===== src/asfp_pkg.sv =====
`timescale 1ns / 1ps
// ----------------------------------------------------------------------------
// asfp_pkg: shared types and constants of the sample frame packer
// Beat payloads, the classified frame carried from front to back, the
// per-axis split helpers and the frame layout constants.
// ----------------------------------------------------------------------------
package asfp_pkg;

  localparam int unsigned FRAME_BYTES   = 17;
  localparam int unsigned IDX_W         = 5;
  localparam logic [IDX_W-1:0] BYTE_FIRST = IDX_W'(0);
  localparam logic [IDX_W-1:0] BYTE_LAST  = IDX_W'(FRAME_BYTES - 1);
  localparam int unsigned QUEUE_DEPTH   = 2;

  localparam logic [15:0] WINDOW_RESET  = 16'd51;
  localparam logic [7:0]  FILL_BYTE     = 8'hFF;
  localparam logic [15:0] MILLI_SCALE   = 16'd1000;
  // floor(m / 1000) == (m * RECIP) >> RECIP_SHIFT for every 16-bit m
  localparam int unsigned RECIP_SHIFT   = 26;
  localparam int unsigned PROD_W        = 34;
  localparam logic [PROD_W-1:0] RECIP   = PROD_W'(67109);

  typedef struct packed {
    logic signed [15:0] accel_x_milli;
    logic signed [15:0] accel_y_milli;
    logic signed [15:0] accel_z_milli;
  } sample_t;

  typedef struct packed {
    logic [7:0]       frame_byte;
    logic [IDX_W-1:0] byte_index;
    logic             last_of_frame;
    logic             window_complete;
  } result_t;

  typedef struct packed {
    logic       nonneg;
    logic [7:0] whole;
    logic [9:0] frac;
  } axis_t;

  typedef struct packed {
    axis_t       ax_x;
    axis_t       ax_y;
    axis_t       ax_z;
    logic [15:0] counter;
    logic [7:0]  checksum;
    logic        complete;
  } frame_t;

  // magnitude of a two's complement value, -32768 maps to 32768
  function automatic logic [15:0] magnitude(input logic [15:0] v);
    logic [15:0] neg_v;
    neg_v = 16'(~v + 16'd1);
    return v[15] ? neg_v : v;
  endfunction

  // integer part of m / 1000 by reciprocal multiply
  function automatic logic [7:0] whole_of(input logic [15:0] m);
    logic [PROD_W-1:0] prod;
    prod = PROD_W'(m) * RECIP;
    return prod[RECIP_SHIFT +: 8];
  endfunction

  // remainder once the integer part is known
  function automatic logic [9:0] frac_of(input logic [15:0] m, input logic [7:0] w);
    logic [23:0] scaled;
    logic [15:0] rem;
    scaled = 24'(w) * 24'(MILLI_SCALE);
    rem    = 16'(24'(m) - scaled);
    return rem[9:0];
  endfunction

  // byte sum of one axis group
  function automatic logic [7:0] axis_sum(input axis_t a);
    return 8'({7'd0, a.nonneg}) + a.whole + a.frac[7:0] + {6'd0, a.frac[9:8]};
  endfunction

endpackage


===== src/asfp_front.sv =====
`timescale 1ns / 1ps
// ----------------------------------------------------------------------------
// asfp_front: sample intake and classification
// Takes sample beats, numbers them against the window length, splits each
// axis into sign, integer and fraction and forms the checksum.
// ----------------------------------------------------------------------------
module asfp_front (
  input  logic                clk,
  input  logic                rst,
  input  logic                push,
  output logic                full,
  input  asfp_pkg::sample_t   sample,
  input  logic                cfg_we,
  input  logic [15:0]         cfg_data,
  output logic                q_push,
  input  logic                q_full,
  output asfp_pkg::frame_t    q_data
);

  logic        accept;
  logic [15:0] window_length;
  logic [15:0] counter;
  logic [16:0] count_inc;
  logic        wrap;

  // stage 1: magnitudes and numbering
  logic              s1_valid;
  logic [2:0][15:0]  s1_mag;
  logic [2:0]        s1_nonneg;
  logic [15:0]       s1_counter;
  logic              s1_complete;
  logic              s1_ready;

  // stage 2: integer parts
  logic              s2_valid;
  logic [2:0][15:0]  s2_mag;
  logic [2:0]        s2_nonneg;
  logic [2:0][7:0]   s2_whole;
  logic [15:0]       s2_counter;
  logic              s2_complete;
  logic              s2_ready;

  logic [2:0][15:0]  in_raw;
  asfp_pkg::axis_t [2:0] axes;

  assign in_raw   = {sample.accel_z_milli, sample.accel_y_milli, sample.accel_x_milli};
  assign s2_ready = !s2_valid || !q_full;
  assign s1_ready = !s1_valid || s2_ready;
  assign full     = !s1_ready;
  assign accept   = push && s1_ready;

  assign count_inc = 17'(counter) + 17'd1;
  assign wrap      = count_inc >= 17'(window_length);

  // window length register
  always_ff @(posedge clk) begin
    if (rst) begin
      window_length <= asfp_pkg::WINDOW_RESET;
    end else if (cfg_we) begin
      window_length <= cfg_data;
    end
  end

  // sample counter, wraps at the end of the window
  always_ff @(posedge clk) begin
    if (rst) begin
      counter <= '0;
    end else if (accept) begin
      counter <= wrap ? 16'd0 : count_inc[15:0];
    end
  end

  // stage 1 register
  always_ff @(posedge clk) begin
    if (rst) begin
      s1_valid <= 1'b0;
    end else if (s1_ready) begin
      s1_valid <= push;
    end
  end

  always_ff @(posedge clk) begin
    if (accept) begin
      for (int i = 0; i < 3; i++) begin
        s1_mag[i]    <= asfp_pkg::magnitude(in_raw[i]);
        s1_nonneg[i] <= !in_raw[i][15];
      end
      s1_counter  <= counter;
      s1_complete <= wrap;
    end
  end

  // stage 2 register
  always_ff @(posedge clk) begin
    if (rst) begin
      s2_valid <= 1'b0;
    end else if (s2_ready) begin
      s2_valid <= s1_valid;
    end
  end

  always_ff @(posedge clk) begin
    if (s2_ready && s1_valid) begin
      for (int i = 0; i < 3; i++) begin
        s2_whole[i] <= asfp_pkg::whole_of(s1_mag[i]);
      end
      s2_mag      <= s1_mag;
      s2_nonneg   <= s1_nonneg;
      s2_counter  <= s1_counter;
      s2_complete <= s1_complete;
    end
  end

  // fractions and checksum into the queue
  always_comb begin
    for (int i = 0; i < 3; i++) begin
      axes[i].nonneg = s2_nonneg[i];
      axes[i].whole  = s2_whole[i];
      axes[i].frac   = asfp_pkg::frac_of(s2_mag[i], s2_whole[i]);
    end
    q_data.ax_x     = axes[0];
    q_data.ax_y     = axes[1];
    q_data.ax_z     = axes[2];
    q_data.counter  = s2_counter;
    q_data.complete = s2_complete;
    q_data.checksum = s2_counter[15:8] + s2_counter[7:0] + asfp_pkg::axis_sum(axes[0])
                    + asfp_pkg::axis_sum(axes[1]) + asfp_pkg::axis_sum(axes[2]);
  end

  assign q_push = s2_valid && !q_full;

  // counter steps by one or wraps to zero on each accepted beat
  a_counter_step: assert property (@(posedge clk) disable iff (rst)
    accept |=> (counter == 16'd0) || (counter == 16'($past(counter) + 16'd1)))
    else $error("sample counter skipped a value");

  // a stalled stage 1 keeps its sample
  a_s1_hold: assert property (@(posedge clk) disable iff (rst)
    s1_valid && !s2_ready |=> s1_valid && $stable(s1_counter))
    else $error("stage 1 lost a sample under stall");

  // a stalled stage 2 keeps its sample
  a_s2_hold: assert property (@(posedge clk) disable iff (rst)
    s2_valid && q_full |=> s2_valid && $stable(s2_counter))
    else $error("stage 2 lost a sample under stall");

endmodule


===== src/asfp_fifo.sv =====
`timescale 1ns / 1ps
// ----------------------------------------------------------------------------
// asfp_fifo: frame queue between front and back
// Small register queue of classified frames, first word fall-through.
// ----------------------------------------------------------------------------
module asfp_fifo #(
  parameter int unsigned DEPTH = asfp_pkg::QUEUE_DEPTH
) (
  input  logic             clk,
  input  logic             rst,
  input  logic             wr,
  input  asfp_pkg::frame_t wr_data,
  output logic             full,
  input  logic             rd,
  output asfp_pkg::frame_t rd_data,
  output logic             empty
);

  localparam int unsigned PTR_W = (DEPTH > 1) ? $clog2(DEPTH) : 1;
  localparam int unsigned CNT_W = $clog2(DEPTH + 1);
  localparam logic [PTR_W-1:0] PTR_MAX = PTR_W'(DEPTH - 1);

  asfp_pkg::frame_t [DEPTH-1:0] entries;
  logic [PTR_W-1:0] wr_ptr;
  logic [PTR_W-1:0] rd_ptr;
  logic [CNT_W-1:0] count;
  logic             do_wr;
  logic             do_rd;

  assign full    = count == CNT_W'(DEPTH);
  assign empty   = count == '0;
  assign do_wr   = wr && !full;
  assign do_rd   = rd && !empty;
  assign rd_data = entries[rd_ptr];

  // storage
  always_ff @(posedge clk) begin
    if (do_wr) begin
      entries[wr_ptr] <= wr_data;
    end
  end

  // pointers and fill count
  always_ff @(posedge clk) begin
    if (rst) begin
      wr_ptr <= '0;
      rd_ptr <= '0;
      count  <= '0;
    end else begin
      if (do_wr) begin
        wr_ptr <= (wr_ptr == PTR_MAX) ? '0 : PTR_W'(wr_ptr + 1'b1);
      end
      if (do_rd) begin
        rd_ptr <= (rd_ptr == PTR_MAX) ? '0 : PTR_W'(rd_ptr + 1'b1);
      end
      if (do_wr && !do_rd) begin
        count <= CNT_W'(count + 1'b1);
      end else if (do_rd && !do_wr) begin
        count <= CNT_W'(count - 1'b1);
      end
    end
  end

  a_count_bound: assert property (@(posedge clk) disable iff (rst)
    count <= CNT_W'(DEPTH))
    else $error("queue fill count out of range");

  // fill count tracks the pointer distance
  a_ptr_match: assert property (@(posedge clk) disable iff (rst)
    (count == '0 || count == CNT_W'(DEPTH)) |-> (wr_ptr == rd_ptr))
    else $error("queue pointers disagree with fill count");

  a_count_move: assert property (@(posedge clk) disable iff (rst)
    do_wr && !do_rd |=> count == CNT_W'($past(count) + 1'b1))
    else $error("queue write not counted");

endmodule


===== src/asfp_back.sv =====
`timescale 1ns / 1ps
// ----------------------------------------------------------------------------
// asfp_back: frame serializer
// Pulls one classified frame at a time and sends its 17 bytes, byte 0
// first, through an output register.
// ----------------------------------------------------------------------------
module asfp_back (
  input  logic              clk,
  input  logic              rst,
  input  logic              q_empty,
  input  asfp_pkg::frame_t  q_data,
  output logic              q_pop,
  output logic              empty,
  input  logic              pop,
  output asfp_pkg::result_t result
);

  asfp_pkg::frame_t               cur;
  logic                           busy;
  logic [asfp_pkg::IDX_W-1:0]     idx;
  logic                           out_valid;
  logic                           advance;
  logic                           at_last;
  logic [7:0]                     sel_byte;

  assign advance = !out_valid || pop;
  assign at_last = idx == asfp_pkg::BYTE_LAST;
  assign q_pop   = !q_empty && advance && (!busy || at_last);
  assign empty   = !out_valid;

  // byte at the current frame position
  always_comb begin
    unique case (idx)
      5'd0:    sel_byte = cur.checksum;
      5'd1:    sel_byte = cur.counter[15:8];
      5'd2:    sel_byte = cur.counter[7:0];
      5'd3:    sel_byte = {7'd0, cur.ax_x.nonneg};
      5'd4:    sel_byte = cur.ax_x.whole;
      5'd5:    sel_byte = cur.ax_x.frac[7:0];
      5'd6:    sel_byte = {6'd0, cur.ax_x.frac[9:8]};
      5'd7:    sel_byte = {7'd0, cur.ax_y.nonneg};
      5'd8:    sel_byte = cur.ax_y.whole;
      5'd9:    sel_byte = cur.ax_y.frac[7:0];
      5'd10:   sel_byte = {6'd0, cur.ax_y.frac[9:8]};
      5'd11:   sel_byte = {7'd0, cur.ax_z.nonneg};
      5'd12:   sel_byte = cur.ax_z.whole;
      5'd13:   sel_byte = cur.ax_z.frac[7:0];
      5'd14:   sel_byte = {6'd0, cur.ax_z.frac[9:8]};
      default: sel_byte = asfp_pkg::FILL_BYTE;
    endcase
  end

  // byte position and frame load
  always_ff @(posedge clk) begin
    if (rst) begin
      busy <= 1'b0;
      idx  <= asfp_pkg::BYTE_FIRST;
    end else if (q_pop) begin
      busy <= 1'b1;
      idx  <= asfp_pkg::BYTE_FIRST;
    end else if (advance && busy) begin
      idx <= at_last ? asfp_pkg::BYTE_FIRST : asfp_pkg::IDX_W'(idx + 1'b1);
      if (at_last) begin
        busy <= 1'b0;
      end
    end
  end

  always_ff @(posedge clk) begin
    if (q_pop) begin
      cur <= q_data;
    end
  end

  // output register
  always_ff @(posedge clk) begin
    if (rst) begin
      out_valid <= 1'b0;
    end else if (advance) begin
      out_valid <= busy;
    end
  end

  always_ff @(posedge clk) begin
    if (advance && busy) begin
      result.frame_byte      <= sel_byte;
      result.byte_index      <= idx;
      result.last_of_frame   <= at_last;
      result.window_complete <= cur.complete;
    end
  end

  // held beat stays put while the receiver stalls
  a_out_hold: assert property (@(posedge clk) disable iff (rst)
    out_valid && !pop |=> out_valid && $stable(result))
    else $error("output beat changed under stall");

  a_last_flag: assert property (@(posedge clk) disable iff (rst)
    out_valid |-> result.last_of_frame == (result.byte_index == asfp_pkg::BYTE_LAST))
    else $error("last flag off the final byte");

  a_idx_range: assert property (@(posedge clk) disable iff (rst)
    busy |-> idx <= asfp_pkg::BYTE_LAST)
    else $error("byte position past end of frame");

  // bytes of one frame follow in order
  a_idx_order: assert property (@(posedge clk) disable iff (rst)
    out_valid && pop && busy && (idx != asfp_pkg::BYTE_FIRST) |=>
      result.byte_index == asfp_pkg::IDX_W'($past(result.byte_index) + 1'b1))
    else $error("frame bytes out of order");

endmodule


===== src/accel_sample_frame_packer.sv =====
`timescale 1ns / 1ps
// ----------------------------------------------------------------------------
// accel_sample_frame_packer: accelerometer sample to 17-byte frame
// A sample beat (x, y, z in signed milli-g) becomes 17 byte beats: checksum,
// sample counter, and a sign / integer / fraction group per axis, then two
// fill bytes. The counter wraps after window_length samples and every byte
// of a window's last frame carries window_complete.
//
// Input side: a beat is taken when push is high and full is low.
// Output side: the oldest byte beat sits on result while empty is low and
// leaves when pop is high. cfg_we loads window_length from cfg_data; write
// it only while no frame is in flight.
// A sample passes stage 1, stage 2, the queue, the serializer's frame register
// and the output register. One byte per cycle while pop is held, set by the
// single byte output; up to QUEUE_DEPTH frames wait in the queue ahead of the
// serializer so the input keeps flowing while the output drains. Reset: clears
// all beats in flight, the counter goes to 0 and window_length to 51. A stalled
// receiver holds its byte; full rises once the queue and stages 1 and 2 fill.
// ----------------------------------------------------------------------------
module accel_sample_frame_packer #(
  parameter int unsigned QUEUE_DEPTH = asfp_pkg::QUEUE_DEPTH
) (
  input  logic              clk,
  input  logic              rst,
  input  logic              push,
  output logic              full,
  input  asfp_pkg::sample_t sample,
  output logic              empty,
  input  logic              pop,
  output asfp_pkg::result_t result,
  input  logic              cfg_we,
  input  logic [15:0]       cfg_data
);

  logic             q_push;
  logic             q_full;
  logic             q_pop;
  logic             q_empty;
  asfp_pkg::frame_t q_wr_data;
  asfp_pkg::frame_t q_rd_data;

  // intake and classification
  asfp_front u_front (
    .clk      (clk),
    .rst      (rst),
    .push     (push),
    .full     (full),
    .sample   (sample),
    .cfg_we   (cfg_we),
    .cfg_data (cfg_data),
    .q_push   (q_push),
    .q_full   (q_full),
    .q_data   (q_wr_data)
  );

  // decoupling queue
  asfp_fifo #(
    .DEPTH (QUEUE_DEPTH)
  ) u_fifo (
    .clk     (clk),
    .rst     (rst),
    .wr      (q_push),
    .wr_data (q_wr_data),
    .full    (q_full),
    .rd      (q_pop),
    .rd_data (q_rd_data),
    .empty   (q_empty)
  );

  // byte serializer
  asfp_back u_back (
    .clk     (clk),
    .rst     (rst),
    .q_empty (q_empty),
    .q_data  (q_rd_data),
    .q_pop   (q_pop),
    .empty   (empty),
    .pop     (pop),
    .result  (result)
  );

endmodule

===== config.mk =====
export PLATFORM = sky130hd
export DESIGN_NAME = accel_sample_frame_packer
export DESIGN_NICKNAME = d
export VERILOG_FILES = /design/src/asfp_pkg.sv /design/src/asfp_front.sv /design/src/asfp_fifo.sv /design/src/asfp_back.sv /design/src/accel_sample_frame_packer.sv
export SDC_FILE = /design/constraint.sdc
export NUM_CORES = 1
export LEC_CHECK = 0
export BUFFER_PORTS_ARGS = -buffer_cell sky130_fd_sc_hd__buf_2
export CORE_MARGIN = 1
export CORE_UTILIZATION = 65
export DETAILED_ROUTE_END_ITERATION = 6
export GPL_ROUTABILITY_DRIVEN = 0
export GPL_TIMING_DRIVEN = 0
export MAX_ROUTING_LAYER = met4
export PLACE_DENSITY = 0.88
export SYNTH_ARGS = -nofsm -noshare
export SYNTH_HDL_FRONTEND = slang
export SYNTH_HIERARCHICAL = 1
export SYNTH_SLANG_ARGS = --single-unit

===== constraint.sdc =====
create_clock -name clk -period 15.4 [get_ports clk]
set_input_delay 0.77 -clock clk [delete_from_list [all_inputs] [get_ports clk]]
set_output_delay 0.77 -clock clk [all_outputs]
set_load 0.03 [all_outputs]

==> key figures <==
Finish
  • Post-layout instance area: about 32000 µm²
  • Post-layout nets: roughly 3.1k
  • Antenna cell count: 0
  • Core occupancy in the finished layout: 72.3%
  • Fill cell instance count of the final layout: roughly 2.7k
  • Most frequent cells in the layout: sky130_fd_sc_hd__ha_1, sky130_fd_sc_hd__edfxtp_1, sky130_fd_sc_hd__inv_1, sky130_fd_sc_hd__fa_1
  • Leading cell type in the layout, fill and taps excluded: sky130_fd_sc_hd__ha_1
  • Layout cell share with drive strength beyond 1: between 10 and 15%
  • Area growth, synth to finish: 9.65%

Floorplanning
  • Number of core rows: 77
  • Width of the die: approximately 210 µm
  • Die height: 214 µm
  • DIE AREA: about 46000 µm²
  • I/O pin cnt: 86
  • Starting utilization of the core area: between 60% and 70%
  • Placeable Area: 44300 µm²

Synthesis
  • Dominant synthesized flop cell: sky130_fd_sc_hd__edfxtp_1
  • Cell count after synthesis: around 2.2k
  • Proportion of register bits with asynchronous set or reset after synthesis: 0%
  • Total standard cell area after synthesis: 29200 µm²
  • Sequential share of the synthesized area: 44.2%
  • Count of different cell masters after synthesis: slightly below 70
  • Number of warnings issued by yosys: 6
  • Post-synth EDFFs: 400
  • Per-instance average area after synthesis: 13.0 µm²
  • Register bit total from synthesis: around 450

Placed design
  • Placed standard-cell area: 30600 µm²
  • Half-perimeter wire length after detailed placement: around 47 mm
  • Count of port buffers added during placement: 84

Setup path
  • Length in cells of the worst reg-to-reg path: 27
  • Endpoint of the worst register-to-register path: u_fifo/entries[90]
  • Maximum fanout along the worst path: 4
  • Slowest stage cell on the critical path: sky130_fd_sc_hd__edfxtp_1
  • Critical Path Start Type: register
  • Longest individual stage delay on the worst path: around 0.64 ns
  • Critical path's top delay family: adder cells
  • Startpoint of the worst-slack reg-to-reg timing path: u_front/q_data[55]
  • Endpoint of the worst setup timing path: u_fifo/entries[90]
  • Worst reg2reg setup slack: approximately 7 ns
  • Nature of the critical path endpoint: register
  • CP Data Arrival Time: between 8 and 9 ns
  • Buffers and inverters on the worst path: 5
  • Critical path launch point: u_front/q_data[55]
  • WP depth: 27
  • Worst EP required: about 16 ns
  • Worst Setup Path Type: register to register
  • Top cell by count, worst path: sky130_fd_sc_hd__fa_1

Timing
  • Maximum frequency from static timing analysis: 122 MHz
  • Count of endpoints failing setup in the final report: 0
  • Worst Max-Slew Pin Slew: just under 1 ns
  • Summed negative setup slack over all endpoints: 0 ns
  • Worst clock skew on the final layout: about 0.019 ns
  • Number of slew-limit violations in the final report: 0
  • Minimum period implied by the final worst setup slack: slightly above 8 ns
  • Rel. slew slack: a little over a third
  • Setup repair after global routing missed its margin: false
  • Final hold viol count: 0
  • Final period util: roughly 53%

Global route
  • Antenna violations before repair: 0
  • Total global-route track usage: 29.4%
  • Maximum number of pins on one net before global-route repair: 78
  • Global-route wire length before repair: between 100 and 150 mm
  • Number of global-route vias before repair: about 20k
  • Aggregate global routing overflow: 0

Clock network
  • CTS root buf: sky130_fd_sc_hd__clkbuf_16
  • H-tree depth: 2
  • Number of hold buffers added after CTS: 0
  • PostCTS Resize Cnt: 0
  • Clock transition time at the flip-flop clock pins of the worst setup and hold paths: roughly 0.06 ns
  • Clock tree buffer depth: 3
  • Number of setup buffers added after CTS: 0
  • CTS tree: yes
  • Clock Sink Count: around 450
  • Number of buffers inserted during clock tree synthesis: between 40 and 50
  • Clock network latency to the later pin of the worst-skew pair: 0.58 ns

Drt
  • Average wire length per cell after detail routing: between 20 and 25 µm
  • Via count: between 15k and 20k
  • Count of antenna-violating nets left after detailed routing: 0
  • Sum of routed wire length over all layers: around 64 mm
  • Number of optimization iterations in the first detailed-route pass: 5
  • # DRC: 0
  • Vias per cell: 6.01
  • First DRT Iteration DRCs: around 1.5k

Status
  • Result of the run: finished clean

Min path
  • Hold Path Depth: 0
  • Worst hold path class: register to register

Job
  • Max-capacitance violation count: 0
==> per-layer routing <==
layer / part of all wire [%] / up-vias / track usage [%]
li1: - / 8157 / -
met1: 38 / 8897 / 34.6
met2: 50 / 793 / 49.5
met3: 6.7 / 243 / 4.60
met4: 5.2 / 0 / 14.3
met5: 0 / - / -
==> cell type report <==
| cell class | count | area, µm² | area share [%] |
|---|---|---|---|
| multi-input cells | 1388 | 14700 | 45.8 |
| flip-flops and latches | 445 | 12900 | 40.3 |
| inverters | 370 | 1390 | 4.35 |
| clock buffers | 59 | 1230 | 3.83 |
| well taps | 592 | 741 | 2.31 |
| repair buffers | 91 | 598 | 1.87 |
| plain buffers | 43 | 265 | 0.828 |
| clock inverters | 24 | 214 | 0.668 |
==> worst min-delay path by stage <==
stage,from,end,slack [ns]
6_report,u_front/s1_counter[6],u_front/s2_counter[6],0.42
5_1_grt,u_front/s1_counter[7],u_front/s2_counter[7],0.41
4_1_cts,cfg_data[0],u_front/window_length[0],0.40
3_5_place_dp,u_front/s1_counter[13],u_front/s2_counter[13],0.41
3_3_place_gp,u_front/s1_counter[9],u_front/s2_counter[9],0.40
2_1_floorplan,u_back/cur[0],u_back/result[0],0.40
==> state kept, by name, indices dropped and copies added (netlist names), 21 cells and up <==
register        cells
u_front/s2_mag     30
u_back/cur         82
u_fifo/entries    164
u_front/s1_mag     48
u_front/q_data     21
==> synth_stat cells (3+ instances only) <==
cell type | instances | area (µm²)
sky130_fd_sc_hd__nand3_1 | 35 | 175
sky130_fd_sc_hd__nor2b_1 | 10 | 62.6
sky130_fd_sc_hd__nand3b_1 | 3 | 22.5
sky130_fd_sc_hd__nand2_1 | 74 | 278
sky130_fd_sc_hd__xor2_1 | 34 | 298
sky130_fd_sc_hd__clkbuf_1 | 13 | 48.8
sky130_fd_sc_hd__and2_1 | 7 | 43.8
sky130_fd_sc_hd__nor4_1 | 9 | 56.3
sky130_fd_sc_hd__dfxtp_1 | 45 | 901
sky130_fd_sc_hd__edfxtp_1 | 400 | 12000
sky130_fd_sc_hd__o31ai_1 | 13 | 97.6
sky130_fd_sc_hd__a21oi_1 | 54 | 270
sky130_fd_sc_hd__xnor2_1 | 87 | 762
sky130_fd_sc_hd__and3_1 | 10 | 62.6
sky130_fd_sc_hd__nand4_1 | 14 | 87.6
sky130_fd_sc_hd__ha_1 | 481 | 6020
sky130_fd_sc_hd__mux2i_1 | 22 | 220
sky130_fd_sc_hd__o21ai_0 | 48 | 240
sky130_fd_sc_hd__o41ai_1 | 4 | 35.0
sky130_fd_sc_hd__a211oi_1 | 5 | 37.5
sky130_fd_sc_hd__nor3b_1 | 4 | 30.0
sky130_fd_sc_hd__nor3_1 | 15 | 75.1
sky130_fd_sc_hd__o221ai_1 | 3 | 26.3
sky130_fd_sc_hd__mux2_2 | 89 | 1000
sky130_fd_sc_hd__nand2b_1 | 7 | 43.8
sky130_fd_sc_hd__a221oi_1 | 3 | 26.3
sky130_fd_sc_hd__or4_1 | 3 | 22.5
sky130_fd_sc_hd__buf_2 | 5 | 25.0
sky130_fd_sc_hd__o211ai_1 | 10 | 75.1
sky130_fd_sc_hd__mux4_2 | 4 | 90.1
sky130_fd_sc_hd__fa_1 | 169 | 3380
sky130_fd_sc_hd__buf_4 | 22 | 165
sky130_fd_sc_hd__or3_1 | 13 | 81.3
sky130_fd_sc_hd__nor2_1 | 61 | 229
sky130_fd_sc_hd__a22oi_1 | 7 | 52.6
sky130_fd_sc_hd__a21o_1 | 24 | 180
sky130_fd_sc_hd__o21a_1 | 5 | 37.5
sky130_fd_sc_hd__a31oi_1 | 5 | 31.3
sky130_fd_sc_hd__a22o_1 | 8 | 70.1
sky130_fd_sc_hd__inv_1 | 368 | 1380
sky130_fd_sc_hd__o21bai_1 | 9 | 67.6
==> logic make-up (layout without fill, tap and decap cells) <==
group,count (synthesis),after routing,share of synthesized area [%]
AO/OA/AOI/OAI,225,225,5.21
XOR/XNOR,121,121,3.63
adder cells (fa/ha/maj),650,650,32.2
buffers and inverters,413,587,5.66
flip-flops,445,445,44.2
multiplexers,116,116,4.53
other,1,3,0.0128
AND/OR/NAND/NOR,273,273,4.60
==> per-stage QoR <==
step                setup WS (ns)  hold slack [ns]  instances
finish                       7.19            0.419       3012
global route                 6.96            0.412       3012
CTS                          7.30            0.404       3012
detailed placement           7.40            0.405       2929
global placement             5.60            0.405       2922
floorplan                    8.29            0.400       2246
Power is not shown: default switching activity piles up to over one toggle a cycle in this logic, so the estimate is an artifact.
